### src/hw/rtl/bms_pkg.sv
// shared types, constants and note lookups for the button melody sequencer
`default_nettype none

package bms_pkg;

    localparam int MAX_NOTES  = 16;
    localparam int IDX_W      = $clog2(MAX_NOTES);
    localparam int ENTRY_IDX_W = 4;
    localparam int POS_W      = 5;
    localparam int COUNT_W    = 8;
    localparam int CODE_W     = 8;
    localparam int NLEN_W     = 8;
    localparam int HZ_W       = 10;
    localparam int CMP_W      = 16;
    localparam int PERIOD_W   = 16;
    localparam int MLEN_W     = 5;
    localparam int CFG_IDX_W  = 1;
    localparam int CFG_DATA_W = 16;

    localparam logic [PERIOD_W-1:0] STEP_PERIOD_RST   = 16'd100;
    localparam logic [MLEN_W-1:0]   MELODY_LENGTH_RST = 5'd11;
    localparam logic [CMP_W-1:0]    CMP_SILENT        = 16'hFFFF;

    // note codes
    localparam logic [CODE_W-1:0] NOTE_C      = 8'h43;
    localparam logic [CODE_W-1:0] NOTE_D      = 8'h44;
    localparam logic [CODE_W-1:0] NOTE_E      = 8'h45;
    localparam logic [CODE_W-1:0] NOTE_F      = 8'h46;
    localparam logic [CODE_W-1:0] NOTE_G      = 8'h47;
    localparam logic [CODE_W-1:0] NOTE_A      = 8'h41;
    localparam logic [CODE_W-1:0] NOTE_B      = 8'h42;
    localparam logic [CODE_W-1:0] NOTE_HIGH_C = 8'h08;

    // tone frequencies in whole hertz
    localparam logic [HZ_W-1:0] HZ_SILENT = 10'd0;
    localparam logic [HZ_W-1:0] HZ_C      = 10'd261;
    localparam logic [HZ_W-1:0] HZ_D      = 10'd293;
    localparam logic [HZ_W-1:0] HZ_E      = 10'd329;
    localparam logic [HZ_W-1:0] HZ_F      = 10'd349;
    localparam logic [HZ_W-1:0] HZ_G      = 10'd392;
    localparam logic [HZ_W-1:0] HZ_A      = 10'd440;
    localparam logic [HZ_W-1:0] HZ_B      = 10'd493;
    localparam logic [HZ_W-1:0] HZ_HIGH_C = 10'd523;

    typedef enum logic [2:0] {
        PH_START   = 3'd0,
        PH_IDLE    = 3'd1,
        PH_PLAY    = 3'd2,
        PH_ADVANCE = 3'd3,
        PH_WAIT    = 3'd4
    } phase_t;

    typedef enum logic [0:0] {
        MODE_TICK  = 1'b0,
        MODE_WRITE = 1'b1
    } mode_t;

    typedef enum logic [CFG_IDX_W-1:0] {
        CFG_STEP_PERIOD   = 1'b0,
        CFG_MELODY_LENGTH = 1'b1
    } cfg_reg_t;

    typedef struct packed {
        logic                   mode;
        logic                   button;
        logic [ENTRY_IDX_W-1:0] entry_index;
        logic [CODE_W-1:0]      entry_note;
        logic [NLEN_W-1:0]      entry_length;
    } item_t;

    typedef struct packed {
        logic              tone_on;
        logic [HZ_W-1:0]   tone_hz;
        logic [CMP_W-1:0]  compare_value;
        logic              step_taken;
        logic [2:0]        phase;
    } res_t;

    // unknown codes keep the tone already sounding
    function automatic logic [HZ_W-1:0] tone_for(
        input logic [CODE_W-1:0] code,
        input logic [HZ_W-1:0]   keep
    );
        logic [HZ_W-1:0] hz;
        unique case (code)
            NOTE_C:      hz = HZ_C;
            NOTE_D:      hz = HZ_D;
            NOTE_E:      hz = HZ_E;
            NOTE_F:      hz = HZ_F;
            NOTE_G:      hz = HZ_G;
            NOTE_A:      hz = HZ_A;
            NOTE_B:      hz = HZ_B;
            NOTE_HIGH_C: hz = HZ_HIGH_C;
            default:     hz = keep;
        endcase
        return hz;
    endfunction

    // 62500 / hz - 1 for the tones in use (8 MHz clock, prescale 128)
    function automatic logic [CMP_W-1:0] compare_for(input logic [HZ_W-1:0] hz);
        logic [CMP_W-1:0] cmp;
        unique case (hz)
            HZ_C:      cmp = 16'd238;
            HZ_D:      cmp = 16'd212;
            HZ_E:      cmp = 16'd188;
            HZ_F:      cmp = 16'd178;
            HZ_G:      cmp = 16'd158;
            HZ_A:      cmp = 16'd141;
            HZ_B:      cmp = 16'd125;
            HZ_HIGH_C: cmp = 16'd118;
            default:   cmp = CMP_SILENT;
        endcase
        return cmp;
    endfunction

endpackage

`default_nettype wire

### src/hw/rtl/bms_if.sv
// valid/ready channels carrying command items and status items
`default_nettype none

interface bms_cmd_if;
    logic                           valid;
    logic                           ready;
    logic                           mode;
    logic                           button;
    logic [bms_pkg::ENTRY_IDX_W-1:0] entry_index;
    logic [bms_pkg::CODE_W-1:0]     entry_note;
    logic [bms_pkg::NLEN_W-1:0]     entry_length;

    modport source (output valid, mode, button, entry_index, entry_note, entry_length,
                    input ready);
    modport sink   (input valid, mode, button, entry_index, entry_note, entry_length,
                    output ready);
endinterface

interface bms_status_if;
    logic                      valid;
    logic                      ready;
    logic                      tone_on;
    logic [bms_pkg::HZ_W-1:0]  tone_hz;
    logic [bms_pkg::CMP_W-1:0] compare_value;
    logic                      step_taken;
    logic [2:0]                phase;

    modport source (output valid, tone_on, tone_hz, compare_value, step_taken, phase,
                    input ready);
    modport sink   (input valid, tone_on, tone_hz, compare_value, step_taken, phase,
                    output ready);
endinterface

`default_nettype wire

### src/hw/rtl/bms_core.sv
// sequencer state, prescaler, melody table and next-status logic
`default_nettype none

module bms_core (
    input  wire logic                              clk,
    input  wire logic                              rst_n,
    input  wire logic                              cfg_we,
    input  wire logic [bms_pkg::CFG_IDX_W-1:0]     cfg_index,
    input  wire logic [bms_pkg::CFG_DATA_W-1:0]    cfg_data,
    input  wire logic                              fire,
    input  wire bms_pkg::item_t                    item,
    output bms_pkg::res_t                          res_next
);

    logic [bms_pkg::PERIOD_W-1:0] period_reg;
    logic [bms_pkg::MLEN_W-1:0]   mlen_reg;
    bms_pkg::phase_t              phase_reg, phase_mid, phase_next;
    logic [bms_pkg::POS_W-1:0]    pos_reg, pos_next;
    logic [bms_pkg::COUNT_W-1:0]  count_reg, count_next;
    logic [bms_pkg::PERIOD_W-1:0] pre_reg, pre_next;
    logic [bms_pkg::HZ_W-1:0]     hz_reg, hz_mid, hz_next;
    logic                         stepped;

    logic [bms_pkg::CODE_W-1:0]   codes_mem [bms_pkg::MAX_NOTES];
    logic [bms_pkg::NLEN_W-1:0]   lengths_mem [bms_pkg::MAX_NOTES];

    logic                         pos_in_table;
    logic [bms_pkg::CODE_W-1:0]   cur_code;
    logic [bms_pkg::NLEN_W-1:0]   cur_len;

    // positions past the table read as code 0, length 0
    assign pos_in_table = (int'(pos_reg) < bms_pkg::MAX_NOTES);
    assign cur_code = pos_in_table ? codes_mem[pos_reg[bms_pkg::IDX_W-1:0]] : '0;
    assign cur_len  = pos_in_table ? lengths_mem[pos_reg[bms_pkg::IDX_W-1:0]] : '0;

    always_comb
    begin
        phase_mid  = phase_reg;
        phase_next = phase_reg;
        hz_mid     = hz_reg;
        hz_next    = hz_reg;
        pos_next   = pos_reg;
        count_next = count_reg;
        pre_next   = pre_reg;
        stepped    = 1'b0;

        if (item.mode == bms_pkg::MODE_WRITE)
        begin
            // table write: sequencer holds
        end
        else if (pre_reg <= bms_pkg::PERIOD_W'(1))
        begin
            pre_next = period_reg;
            stepped  = 1'b1;

            // phase transition
            unique case (phase_reg)
                bms_pkg::PH_START:   phase_mid = bms_pkg::PH_IDLE;
                bms_pkg::PH_IDLE:
                begin
                    if (item.button)
                    begin
                        hz_mid    = bms_pkg::HZ_SILENT;
                        phase_mid = bms_pkg::PH_PLAY;
                    end
                end
                bms_pkg::PH_PLAY:
                    phase_mid = (count_reg < cur_len) ? bms_pkg::PH_PLAY
                                                      : bms_pkg::PH_ADVANCE;
                bms_pkg::PH_ADVANCE:
                begin
                    if (pos_reg < mlen_reg)
                        phase_mid = bms_pkg::PH_PLAY;
                    else
                    begin
                        hz_mid    = bms_pkg::HZ_SILENT;
                        phase_mid = bms_pkg::PH_WAIT;
                    end
                end
                bms_pkg::PH_WAIT:
                begin
                    if (!item.button)
                        phase_mid = bms_pkg::PH_IDLE;
                end
                default:             phase_mid = bms_pkg::PH_START;
            endcase

            // work of the phase just entered
            phase_next = phase_mid;
            hz_next    = hz_mid;
            unique case (phase_mid)
                bms_pkg::PH_IDLE:
                begin
                    pos_next   = '0;
                    count_next = '0;
                end
                bms_pkg::PH_PLAY:
                begin
                    count_next = count_reg + bms_pkg::COUNT_W'(1);
                    hz_next    = bms_pkg::tone_for(cur_code, hz_mid);
                end
                bms_pkg::PH_ADVANCE:
                begin
                    pos_next   = pos_reg + bms_pkg::POS_W'(1);
                    count_next = '0;
                end
                default:
                begin
                end
            endcase
        end
        else
        begin
            pre_next = pre_reg - bms_pkg::PERIOD_W'(1);
        end
    end

    always_comb
    begin
        res_next.tone_on       = (hz_next != bms_pkg::HZ_SILENT);
        res_next.tone_hz       = hz_next;
        res_next.compare_value = bms_pkg::compare_for(hz_next);
        res_next.step_taken    = stepped;
        res_next.phase         = phase_next;
    end

    always_ff @(posedge clk or negedge rst_n)
    begin
        if (!rst_n)
        begin
            period_reg <= bms_pkg::STEP_PERIOD_RST;
            mlen_reg   <= bms_pkg::MELODY_LENGTH_RST;
            phase_reg  <= bms_pkg::PH_START;
            pos_reg    <= '0;
            count_reg  <= '0;
            pre_reg    <= bms_pkg::STEP_PERIOD_RST;
            hz_reg     <= bms_pkg::HZ_SILENT;
        end
        else
        begin
            if (fire)
            begin
                phase_reg <= phase_next;
                pos_reg   <= pos_next;
                count_reg <= count_next;
                hz_reg    <= hz_next;
            end
            // a period write reloads the prescaler
            if (cfg_we && cfg_index == bms_pkg::CFG_STEP_PERIOD)
            begin
                period_reg <= cfg_data[bms_pkg::PERIOD_W-1:0];
                pre_reg    <= cfg_data[bms_pkg::PERIOD_W-1:0];
            end
            else if (fire)
                pre_reg <= pre_next;
            if (cfg_we && cfg_index == bms_pkg::CFG_MELODY_LENGTH)
                mlen_reg <= cfg_data[bms_pkg::MLEN_W-1:0];
        end
    end

    // melody table, contents undefined until written
    always_ff @(posedge clk)
    begin
        if (fire && item.mode == bms_pkg::MODE_WRITE
            && int'(item.entry_index) < bms_pkg::MAX_NOTES)
        begin
            codes_mem[item.entry_index[bms_pkg::IDX_W-1:0]]   <= item.entry_note;
            lengths_mem[item.entry_index[bms_pkg::IDX_W-1:0]] <= item.entry_length;
        end
    end

endmodule

`default_nettype wire

### src/hw/rtl/button_melody_sequencer.sv
// top level of the button melody sequencer: handshake, status register, checks
//
// channel  | dir | payload                                                | role
// ---------+-----+--------------------------------------------------------+---------------------
// cmd      | in  | mode, button, entry_index, entry_note, entry_length    | ms tick or table write
// status   | out | tone_on, tone_hz, compare_value, step_taken, phase     | one item per cmd item
// cfg_*    | in  | cfg_we, cfg_index, cfg_data                            | register writes
//
// one cmd item is taken per cycle unless status stalls; its status item is loaded into the output register
// the whole sequencer step and table read sit between the state and status registers
// cmd.ready stays high while the status register is empty or being drained, so a stall
// on status holds one item and blocks cmd only until it is taken
// reset clears control state; the melody table has no reset and must be written before use
`default_nettype none

module button_melody_sequencer (
    input  wire logic                           clk,
    input  wire logic                           rst_n,
    bms_cmd_if.sink                             cmd,
    bms_status_if.source                        status,
    input  wire logic                           cfg_we,
    input  wire logic [bms_pkg::CFG_IDX_W-1:0]  cfg_index,
    input  wire logic [bms_pkg::CFG_DATA_W-1:0] cfg_data
);

    bms_pkg::item_t item;
    bms_pkg::res_t  res_next;
    bms_pkg::res_t  res_reg;
    logic           out_valid_reg, out_valid_next;
    logic           fire;

    // accept while the status register is empty or being emptied
    assign cmd.ready = !out_valid_reg || status.ready;
    assign fire      = cmd.valid && cmd.ready;

    assign item.mode         = cmd.mode;
    assign item.button       = cmd.button;
    assign item.entry_index  = cmd.entry_index;
    assign item.entry_note   = cmd.entry_note;
    assign item.entry_length = cmd.entry_length;

    bms_core u_core (
        .clk       (clk),
        .rst_n     (rst_n),
        .cfg_we    (cfg_we),
        .cfg_index (cfg_index),
        .cfg_data  (cfg_data),
        .fire      (fire),
        .item      (item),
        .res_next  (res_next)
    );

    always_comb
    begin
        out_valid_next = out_valid_reg;
        if (fire)
            out_valid_next = 1'b1;
        else if (status.ready)
            out_valid_next = 1'b0;
    end

    always_ff @(posedge clk or negedge rst_n)
    begin
        if (!rst_n)
            out_valid_reg <= 1'b0;
        else
            out_valid_reg <= out_valid_next;
    end

    // status payload, loaded with each accepted item
    always_ff @(posedge clk)
    begin
        if (fire)
            res_reg <= res_next;
    end

    assign status.valid         = out_valid_reg;
    assign status.tone_on       = res_reg.tone_on;
    assign status.tone_hz       = res_reg.tone_hz;
    assign status.compare_value = res_reg.compare_value;
    assign status.step_taken    = res_reg.step_taken;
    assign status.phase         = res_reg.phase;

    // a table write never moves the sequencer
    a_write_no_step: assert property (@(posedge clk) disable iff (!rst_n)
        (fire && cmd.mode == bms_pkg::MODE_WRITE) |=> !status.step_taken)
        else $error("table write item reported a step");

    // silence and the compare value agree
    a_silent_compare: assert property (@(posedge clk) disable iff (!rst_n)
        (status.valid && !status.tone_on) |->
            (status.compare_value == bms_pkg::CMP_SILENT && status.tone_hz == '0))
        else $error("silent status with a tone compare value");

    // an empty status register never blocks the command side
    a_ready_when_empty: assert property (@(posedge clk) disable iff (!rst_n)
        !status.valid |-> cmd.ready)
        else $error("cmd stalled with an empty status register");

    // every accepted item leaves a status item behind
    a_fire_gives_status: assert property (@(posedge clk) disable iff (!rst_n)
        fire |=> status.valid)
        else $error("accepted item produced no status item");

endmodule

`default_nettype wire
### src/flat_wrapper.sv
// flat-port wrapper written by rule: the top's interface ports become plain ports
module button_melody_sequencer_flat 
  (clk, rst_n, cfg_we, cfg_index, cfg_data, cmd_valid, cmd_mode, cmd_button, cmd_entry_index, cmd_entry_note, cmd_entry_length, cmd_ready, status_valid, status_tone_on, status_tone_hz, status_compare_value, status_step_taken, status_phase, status_ready);
  bms_cmd_if cmd_i ();
  bms_status_if status_i ();
  input  wire logic clk;
  input  wire logic rst_n;
  input  wire logic cfg_we;
  input  wire logic [bms_pkg::CFG_IDX_W-1:0] cfg_index;
  input  wire logic [bms_pkg::CFG_DATA_W-1:0] cfg_data;
  input wire logic [$bits(cmd_i.valid)-1:0] cmd_valid;
  input wire logic [$bits(cmd_i.mode)-1:0] cmd_mode;
  input wire logic [$bits(cmd_i.button)-1:0] cmd_button;
  input wire logic [$bits(cmd_i.entry_index)-1:0] cmd_entry_index;
  input wire logic [$bits(cmd_i.entry_note)-1:0] cmd_entry_note;
  input wire logic [$bits(cmd_i.entry_length)-1:0] cmd_entry_length;
  output wire logic [$bits(cmd_i.ready)-1:0] cmd_ready;
  output wire logic [$bits(status_i.valid)-1:0] status_valid;
  output wire logic [$bits(status_i.tone_on)-1:0] status_tone_on;
  output wire logic [$bits(status_i.tone_hz)-1:0] status_tone_hz;
  output wire logic [$bits(status_i.compare_value)-1:0] status_compare_value;
  output wire logic [$bits(status_i.step_taken)-1:0] status_step_taken;
  output wire logic [$bits(status_i.phase)-1:0] status_phase;
  input wire logic [$bits(status_i.ready)-1:0] status_ready;
  assign cmd_i.valid = cmd_valid;
  assign cmd_i.mode = cmd_mode;
  assign cmd_i.button = cmd_button;
  assign cmd_i.entry_index = cmd_entry_index;
  assign cmd_i.entry_note = cmd_entry_note;
  assign cmd_i.entry_length = cmd_entry_length;
  assign cmd_ready = cmd_i.ready;
  assign status_valid = status_i.valid;
  assign status_tone_on = status_i.tone_on;
  assign status_tone_hz = status_i.tone_hz;
  assign status_compare_value = status_i.compare_value;
  assign status_step_taken = status_i.step_taken;
  assign status_phase = status_i.phase;
  assign status_i.ready = status_ready;
  button_melody_sequencer u_core (.clk(clk), .rst_n(rst_n), .cmd(cmd_i), .status(status_i), .cfg_we(cfg_we), .cfg_index(cfg_index), .cfg_data(cfg_data));
endmodule
### config.mk
export PLATFORM = sky130hd
export DESIGN_NAME = button_melody_sequencer_flat
export DESIGN_NICKNAME = d
export VERILOG_FILES = /design/src/hw/rtl/bms_pkg.sv /design/src/hw/rtl/bms_if.sv /design/src/hw/rtl/bms_core.sv /design/src/hw/rtl/button_melody_sequencer.sv /design/src/flat_wrapper.sv
export SDC_FILE = /design/constraint.sdc
export NUM_CORES = 1
export LEC_CHECK = 0
export ABC_AREA = 0
export BUFFER_PORTS_ARGS = -buffer_cell sky130_fd_sc_hd__buf_2
export CAP_MARGIN = 20
export CORE_MARGIN = 3
export CORE_UTILIZATION = 47
export CTS_BUF_LIST = sky130_fd_sc_hd__clkbuf_16
export CTS_CLUSTER_DIAMETER = 30
export DETAILED_ROUTE_END_ITERATION = 10
export GPL_ROUTABILITY_DRIVEN = 0
export PLACE_DENSITY = 0.61
export SKIP_LAST_GASP = 1
export SYNTH_ARGS = -nofsm -noshare
export SYNTH_HDL_FRONTEND = slang
export SYNTH_HIERARCHICAL = 1
export SYNTH_SLANG_ARGS = --single-unit
### constraint.sdc
create_clock -name clk -period 6.9 [get_ports clk]
set_input_delay 1.035 -clock clk [delete_from_list [all_inputs] [get_ports clk]]
set_output_delay 1.035 -clock clk [all_outputs]
set_load 0.005 [all_outputs]
; Word-level counts from Yosys, hierarchy flattened
; Memory sizes are Yosys's and may differ from the RTL's.
; Index checks and enable logic that the tools add are counted.
[word_totals]
out_inout_bits = 33
memories = 2
regBits = 95
in_bits = 44
ram_bits = 256
[op_classes]
mux = 30
eq_ne = 24
order_cmp = 4
n_addsub = 3
n_bitwise = 2
n_reduce_logical = 16
[memory_table]
columns = name, words, word_bits, rd, rd_ports_with_merged_regs, wr, line
row1 = u_core.u_core.codes_mem, 16, 8, 1, 0, 1, bms_core.sv:24  ; logic [bms_pkg::CODE_W-1:0] codes_mem [bms_pkg::MAX_NOTES];
row2 = u_core.u_core.lengths_mem, 16, 8, 1, 0, 1, bms_core.sv:25  ; logic [bms_pkg::NLEN_W-1:0] lengths_mem [bms_pkg::MAX_NOTES];
[op_table]
columns = cell, count
row1 = $pmux 16 s8, 1
row2 = $pmux 10 s8, 1
row3 = $eq 10x9->1 const B, 7
row4 = $mux 16, 4
row5 = $eq 8x7->1 const B, 7
row6 = $mux 10, 5
row7 = $mux 3, 7
row8 = $pmux 10 s2, 1
row9 = $le 16x1->1 const B, 1
row10 = $mux 8, 2
row11 = $pmux 8 s2, 1
row12 = $sub 16x1->16 const B, 1
row13 = $pmux 3 s5, 1
row14 = $eq 3x2->1 const B, 4
row15 = $eq 10x10->1 const B, 1
row16 = $pmux 5 s2, 1
row17 = $reduce_bool 10->1, 1
row18 = $add 8x1->8 const B, 1
row19 = $eq 8x4->1 const B, 1
row20 = $lt 8x8->1, 1
row21 = $reduce_and 4->1, 2
row22 = $reduce_bool 2->1, 4
row23 = $eq 3x1->1 const B, 2
row24 = $mux 1, 6
row25 = other kinds (12), 16

; Depth between registers and ports, before layout
[depth]
word_depth = 13
depth_mapped = 23
ltp_nobuf = 17

; By module
; The synthesis kept the hierarchy.
[modules_own_cells]
columns = module, instances, cells_each, area_per_inst_um2, seq_area_each_um2
row1 = bms_core, 1, 1011, 14406.3, 9275.1
row2 = button_melody_sequencer, 1, 35, 984.7, 955.9

; Worst setup path before layout
; Ideal clock, no wire load.
[synth_path]
kind = register to register
startpoint = reg u_core/u_core/pos_reg[0] (netlist bit)
endpoint = reg u_core.res_reg (netlist bit u_core/status.compare_value[10]) (data pin)
arrival_time_ns = 5.543
synth_period_minus_slack_ns = 5.794
path_buffers = 5
stages_incl_launch_ff = 22
setup_slack_ns = 1.106
path_cell_list = dfrtp_1 buf_6 buf_2 buf_6 buf_1 mux4_2 mux4_2 nand2_1 ha_1 nand4_1 or4b_1 a31o_2 o21ai_1 nor2_1 a31o_2 a21bo_1 and2_1 nor4b_2 a211oi_4 o221ai_2 inv_1 buf_4
[synth_rtl]
columns = item, line
row1 = "start, declared", bms_core.sv:18  ; logic [bms_pkg::POS_W-1:0] pos_reg, pos_next;
row2 = "start signal, assigned", bms_core.sv:144  ; pos_reg <= pos_next;
row3 = "end signal, assigned", button_melody_sequencer.sv:74  ; res_reg <= res_next;
row4 = "end, declared", button_melody_sequencer.sv:28  ; bms_pkg::res_t res_reg;

==> results.md <==
* Status: finished clean
* Ys async rst share at 18.2%
* Die height at 187 um
* Peak supply drop at 0.223 mV
* Worst r2r path cells at 16
* H-tree depth at 3
* Max Cap Viol at 0
* Fin cells at 1664
* Top cell type by total area after synthesis: edfxtp_1
* Port Buf Inserts at 76
* CTS Buffer Depth at 3
* Die footprint at 35000 sq um
* Row count at 65
* Detail Placement HPWL at 20700 um
* Fin crit period at 5.98 ns
* Fillers at 2498
* Register Area at 10200 sq um
* Clock sink count at 351
* Most frequent cell after synthesis: edfxtp_1
* Post-CTS Setup Repair Bufs at 0
* I/O pins at 77
* Syn_nets at 1105
* Critical Path Start: u_core/u_core/pos_reg[0]
* Clock-pin slew of the registers on the worst-case setup and hold paths at 0.04 ns
* Max FO, Critical Path at 49
* Setup Crit Path Kind: register to register
* Num CTS Buffers at 72
* Sequential share of the synthesized area at 66.5%
* Core box area at 31900 sq um
* Seq cells post-synth at 351
* DR vias at 9389
* Clock group share of total power at 57.2%
* First-pass GRT wire length at 54600 um
* Vias in the first global route at 9697
* Worst Path Arrival at 6.23 ns
* Routed WL per cell at 20.6 um
* Root Buffer: clkbuf_16
* DR pass1 iterations at 5
* Dpl cells at 1530
* Layout cells sized above 1 at 28.4%
* Top_reg_cell synth: edfxtp_1
* WL final at 34300 um
* Area of the multi-input gates at 4820 sq um
* Synth cell types at 92
* Hold bufs inserted after CTS at 0
* Antenna Nets Post-Route at 0
* Starting Density at 48.3%
* Post-CTS Resized at 0
* Avg Vias per Cell at 5.64
* Register share of total power at 39.1%
* NumNets Final at 1229
* Largest cells by area after synthesis: edfxtp_1, dfrtp_1, mux4_2
* Synthesized area at 15400 sq um
* Dpl ws at 0.968 ns
* Setup TNS at 0 ns
* Fmax achieved at 167 MHz
* Synth top cells by count: edfxtp_1, nand2_1, nor2_1, o21ai_0, dfrtp_1
* Initial antenna violation count at 0
* Rel. slew slack at 40.2%
* Fin util at 58.9%
* Final Cycle Share at 86.6%
* GRT Resource Usage Total at 19.9%
* Required @ worst endpoint at 7.15 ns
* Number of synthesized flops with an enable pin at 287
* Synthesized area per cell at 14.7 sq um
* Post-Synthesis Cells at 1046
* Comb pwr share at 3.7%
* Die Span X at 187 um
* Diode count at 0
* Number of remaining DRC errors at 0
* Unrepaired setup endpoints after global routing: no
* Type of origin of the critical path: register
* Global route total overflow at 0
* Largest net degree at the start of global routing at 65
* Worst Setup Slack, final at 0.922 ns
* Hold path depth at 2
* Switching Fraction at 21.3%
* P_int at 4810 uW
* Detailed Route Iter0 Violations at 667
* Min-Delay Startpoint: u_core/u_core/period_reg[6]
* Power density cells at 325 nW/um^2
* CTS tree: built
* Setup crit end kind: register
* R2R Path Start: u_core/u_core/pos_reg[0]
* Synth Warn # at 6
* Worst skew pair latency at 0.56 ns
* # setup viols final at 0
* Max-slew violations at 0
* Final hold slack at 0.458 ns
* Slew @ Worst Pin at 0.898 ns
* Hold Path Class: register to register
* Psw at 1300 uW
* Fin. Hold Viols at 0
* Share of Yosys cell area claimed by the top area cell type at 56.0%
* Leak Pwr at 0.00678 uW
* Layout Area Growth over Synthesis at 22.0%
* Clk_skew at 0.0198 ns
-- power groups by stage --
stage                     clock (uW)  sequential [uW]  combinational [uW]
final                           3490             2390                 225
after global placement             0             2430                 221
after detailed placement           0             2430                 226
after global routing            3660             2390                 255
after floorplan                    0             2410                 144
after CTS                       3550             2390                 227
-- metrics by stage --
step,instance area (sq um),total power [uW]
5_1_grt,18800,6310
3_5_place_dp,16200,2650
2_1_floorplan,15400,2560
6_report,18800,6110
4_1_cts,18800,6160
3_3_place_gp,16200,2650
-- logic make-up after synthesis --
kind of cell	synth area share [%]
AO/OA/AOI/OAI	8.13
XOR/XNOR	0.341
adder cells (fa/ha/maj)	1.22
buffers and inverters	2.55
flip-flops	66.5
multiplexers	10.5
AND/OR/NAND/NOR	10.8
-- layer usage --
| metal | global-route usage, % | share of wire, % |
|---|---|---|
| met1 | 26.9 | 44 |
| met4 | 7.12 | 2.6 |
| met5 | 0 | 0 |
| met2 | 32.6 | 49 |
| met3 | 3.79 | 5.0 |
-- layout make-up --
class / count / share of cell area (%)
Clock inverter: 59 / 3.52
Inverter: 22 / 0.440
Multi-Input combinational cell: 622 / 25.7
Clock buffer: 74 / 9.86
Sequential cell: 351 / 54.5
Timing Repair Buffer: 101 / 3.07
Tap cell: 435 / 2.90
-- placed cells by master, fill, tap and decap left out, types with 9 or more instances in the layout --
cell type and n:
a21oi_1 42, and3_1 9, buf_2 76, buf_4 24
bufinv_16 11, clkbuf_16 74, clkinv_2 11, dfrtp_1 52
dfstp_2 9, edfxtp_1 287, ha_1 15, inv_1 29
mux2i_1 24, mux4_2 52, nand2_1 116, nand2b_1 14
nand3_1 20, nand4_1 10, nor2_1 66, nor2_2 15
nor2b_1 10, nor3_1 16, o21ai_0 59, o22ai_1 9
-- worst max-delay path: stages, from the launching register on --
cell	delay (ns)
dfrtp_4	1.00
mux4_2	0.62
mux4_2	0.53
nand2_1	0.10
ha_1	0.14
nand4_1	0.13
or4b_1	0.53
a31o_2	0.23
o21ai_1	0.43
or2_0	0.22
o2111ai_1	0.16
a2bb2oi_2	0.36
nand2_1	0.19
nor4b_2	0.56
a211oi_4	0.13
o221ai_2	0.13
inv_1	0.19
-- path summary, 6_finish.rpt --
path / endpoint / slack, ns
min reg2reg: u_core/u_core/period_reg[6] / 0.46
min in group asynchronous: u_core/u_core/pre_reg[10] / 0.67
max: u_core/status.compare_value[11] / 0.92
max reg2reg: u_core/status.compare_value[11] / 0.92
max in group asynchronous: u_core/u_core/pos_reg[0] / 5.59
min: u_core/u_core/period_reg[6] / 0.46
Note: power is estimated with default switching activity, not from simulation.
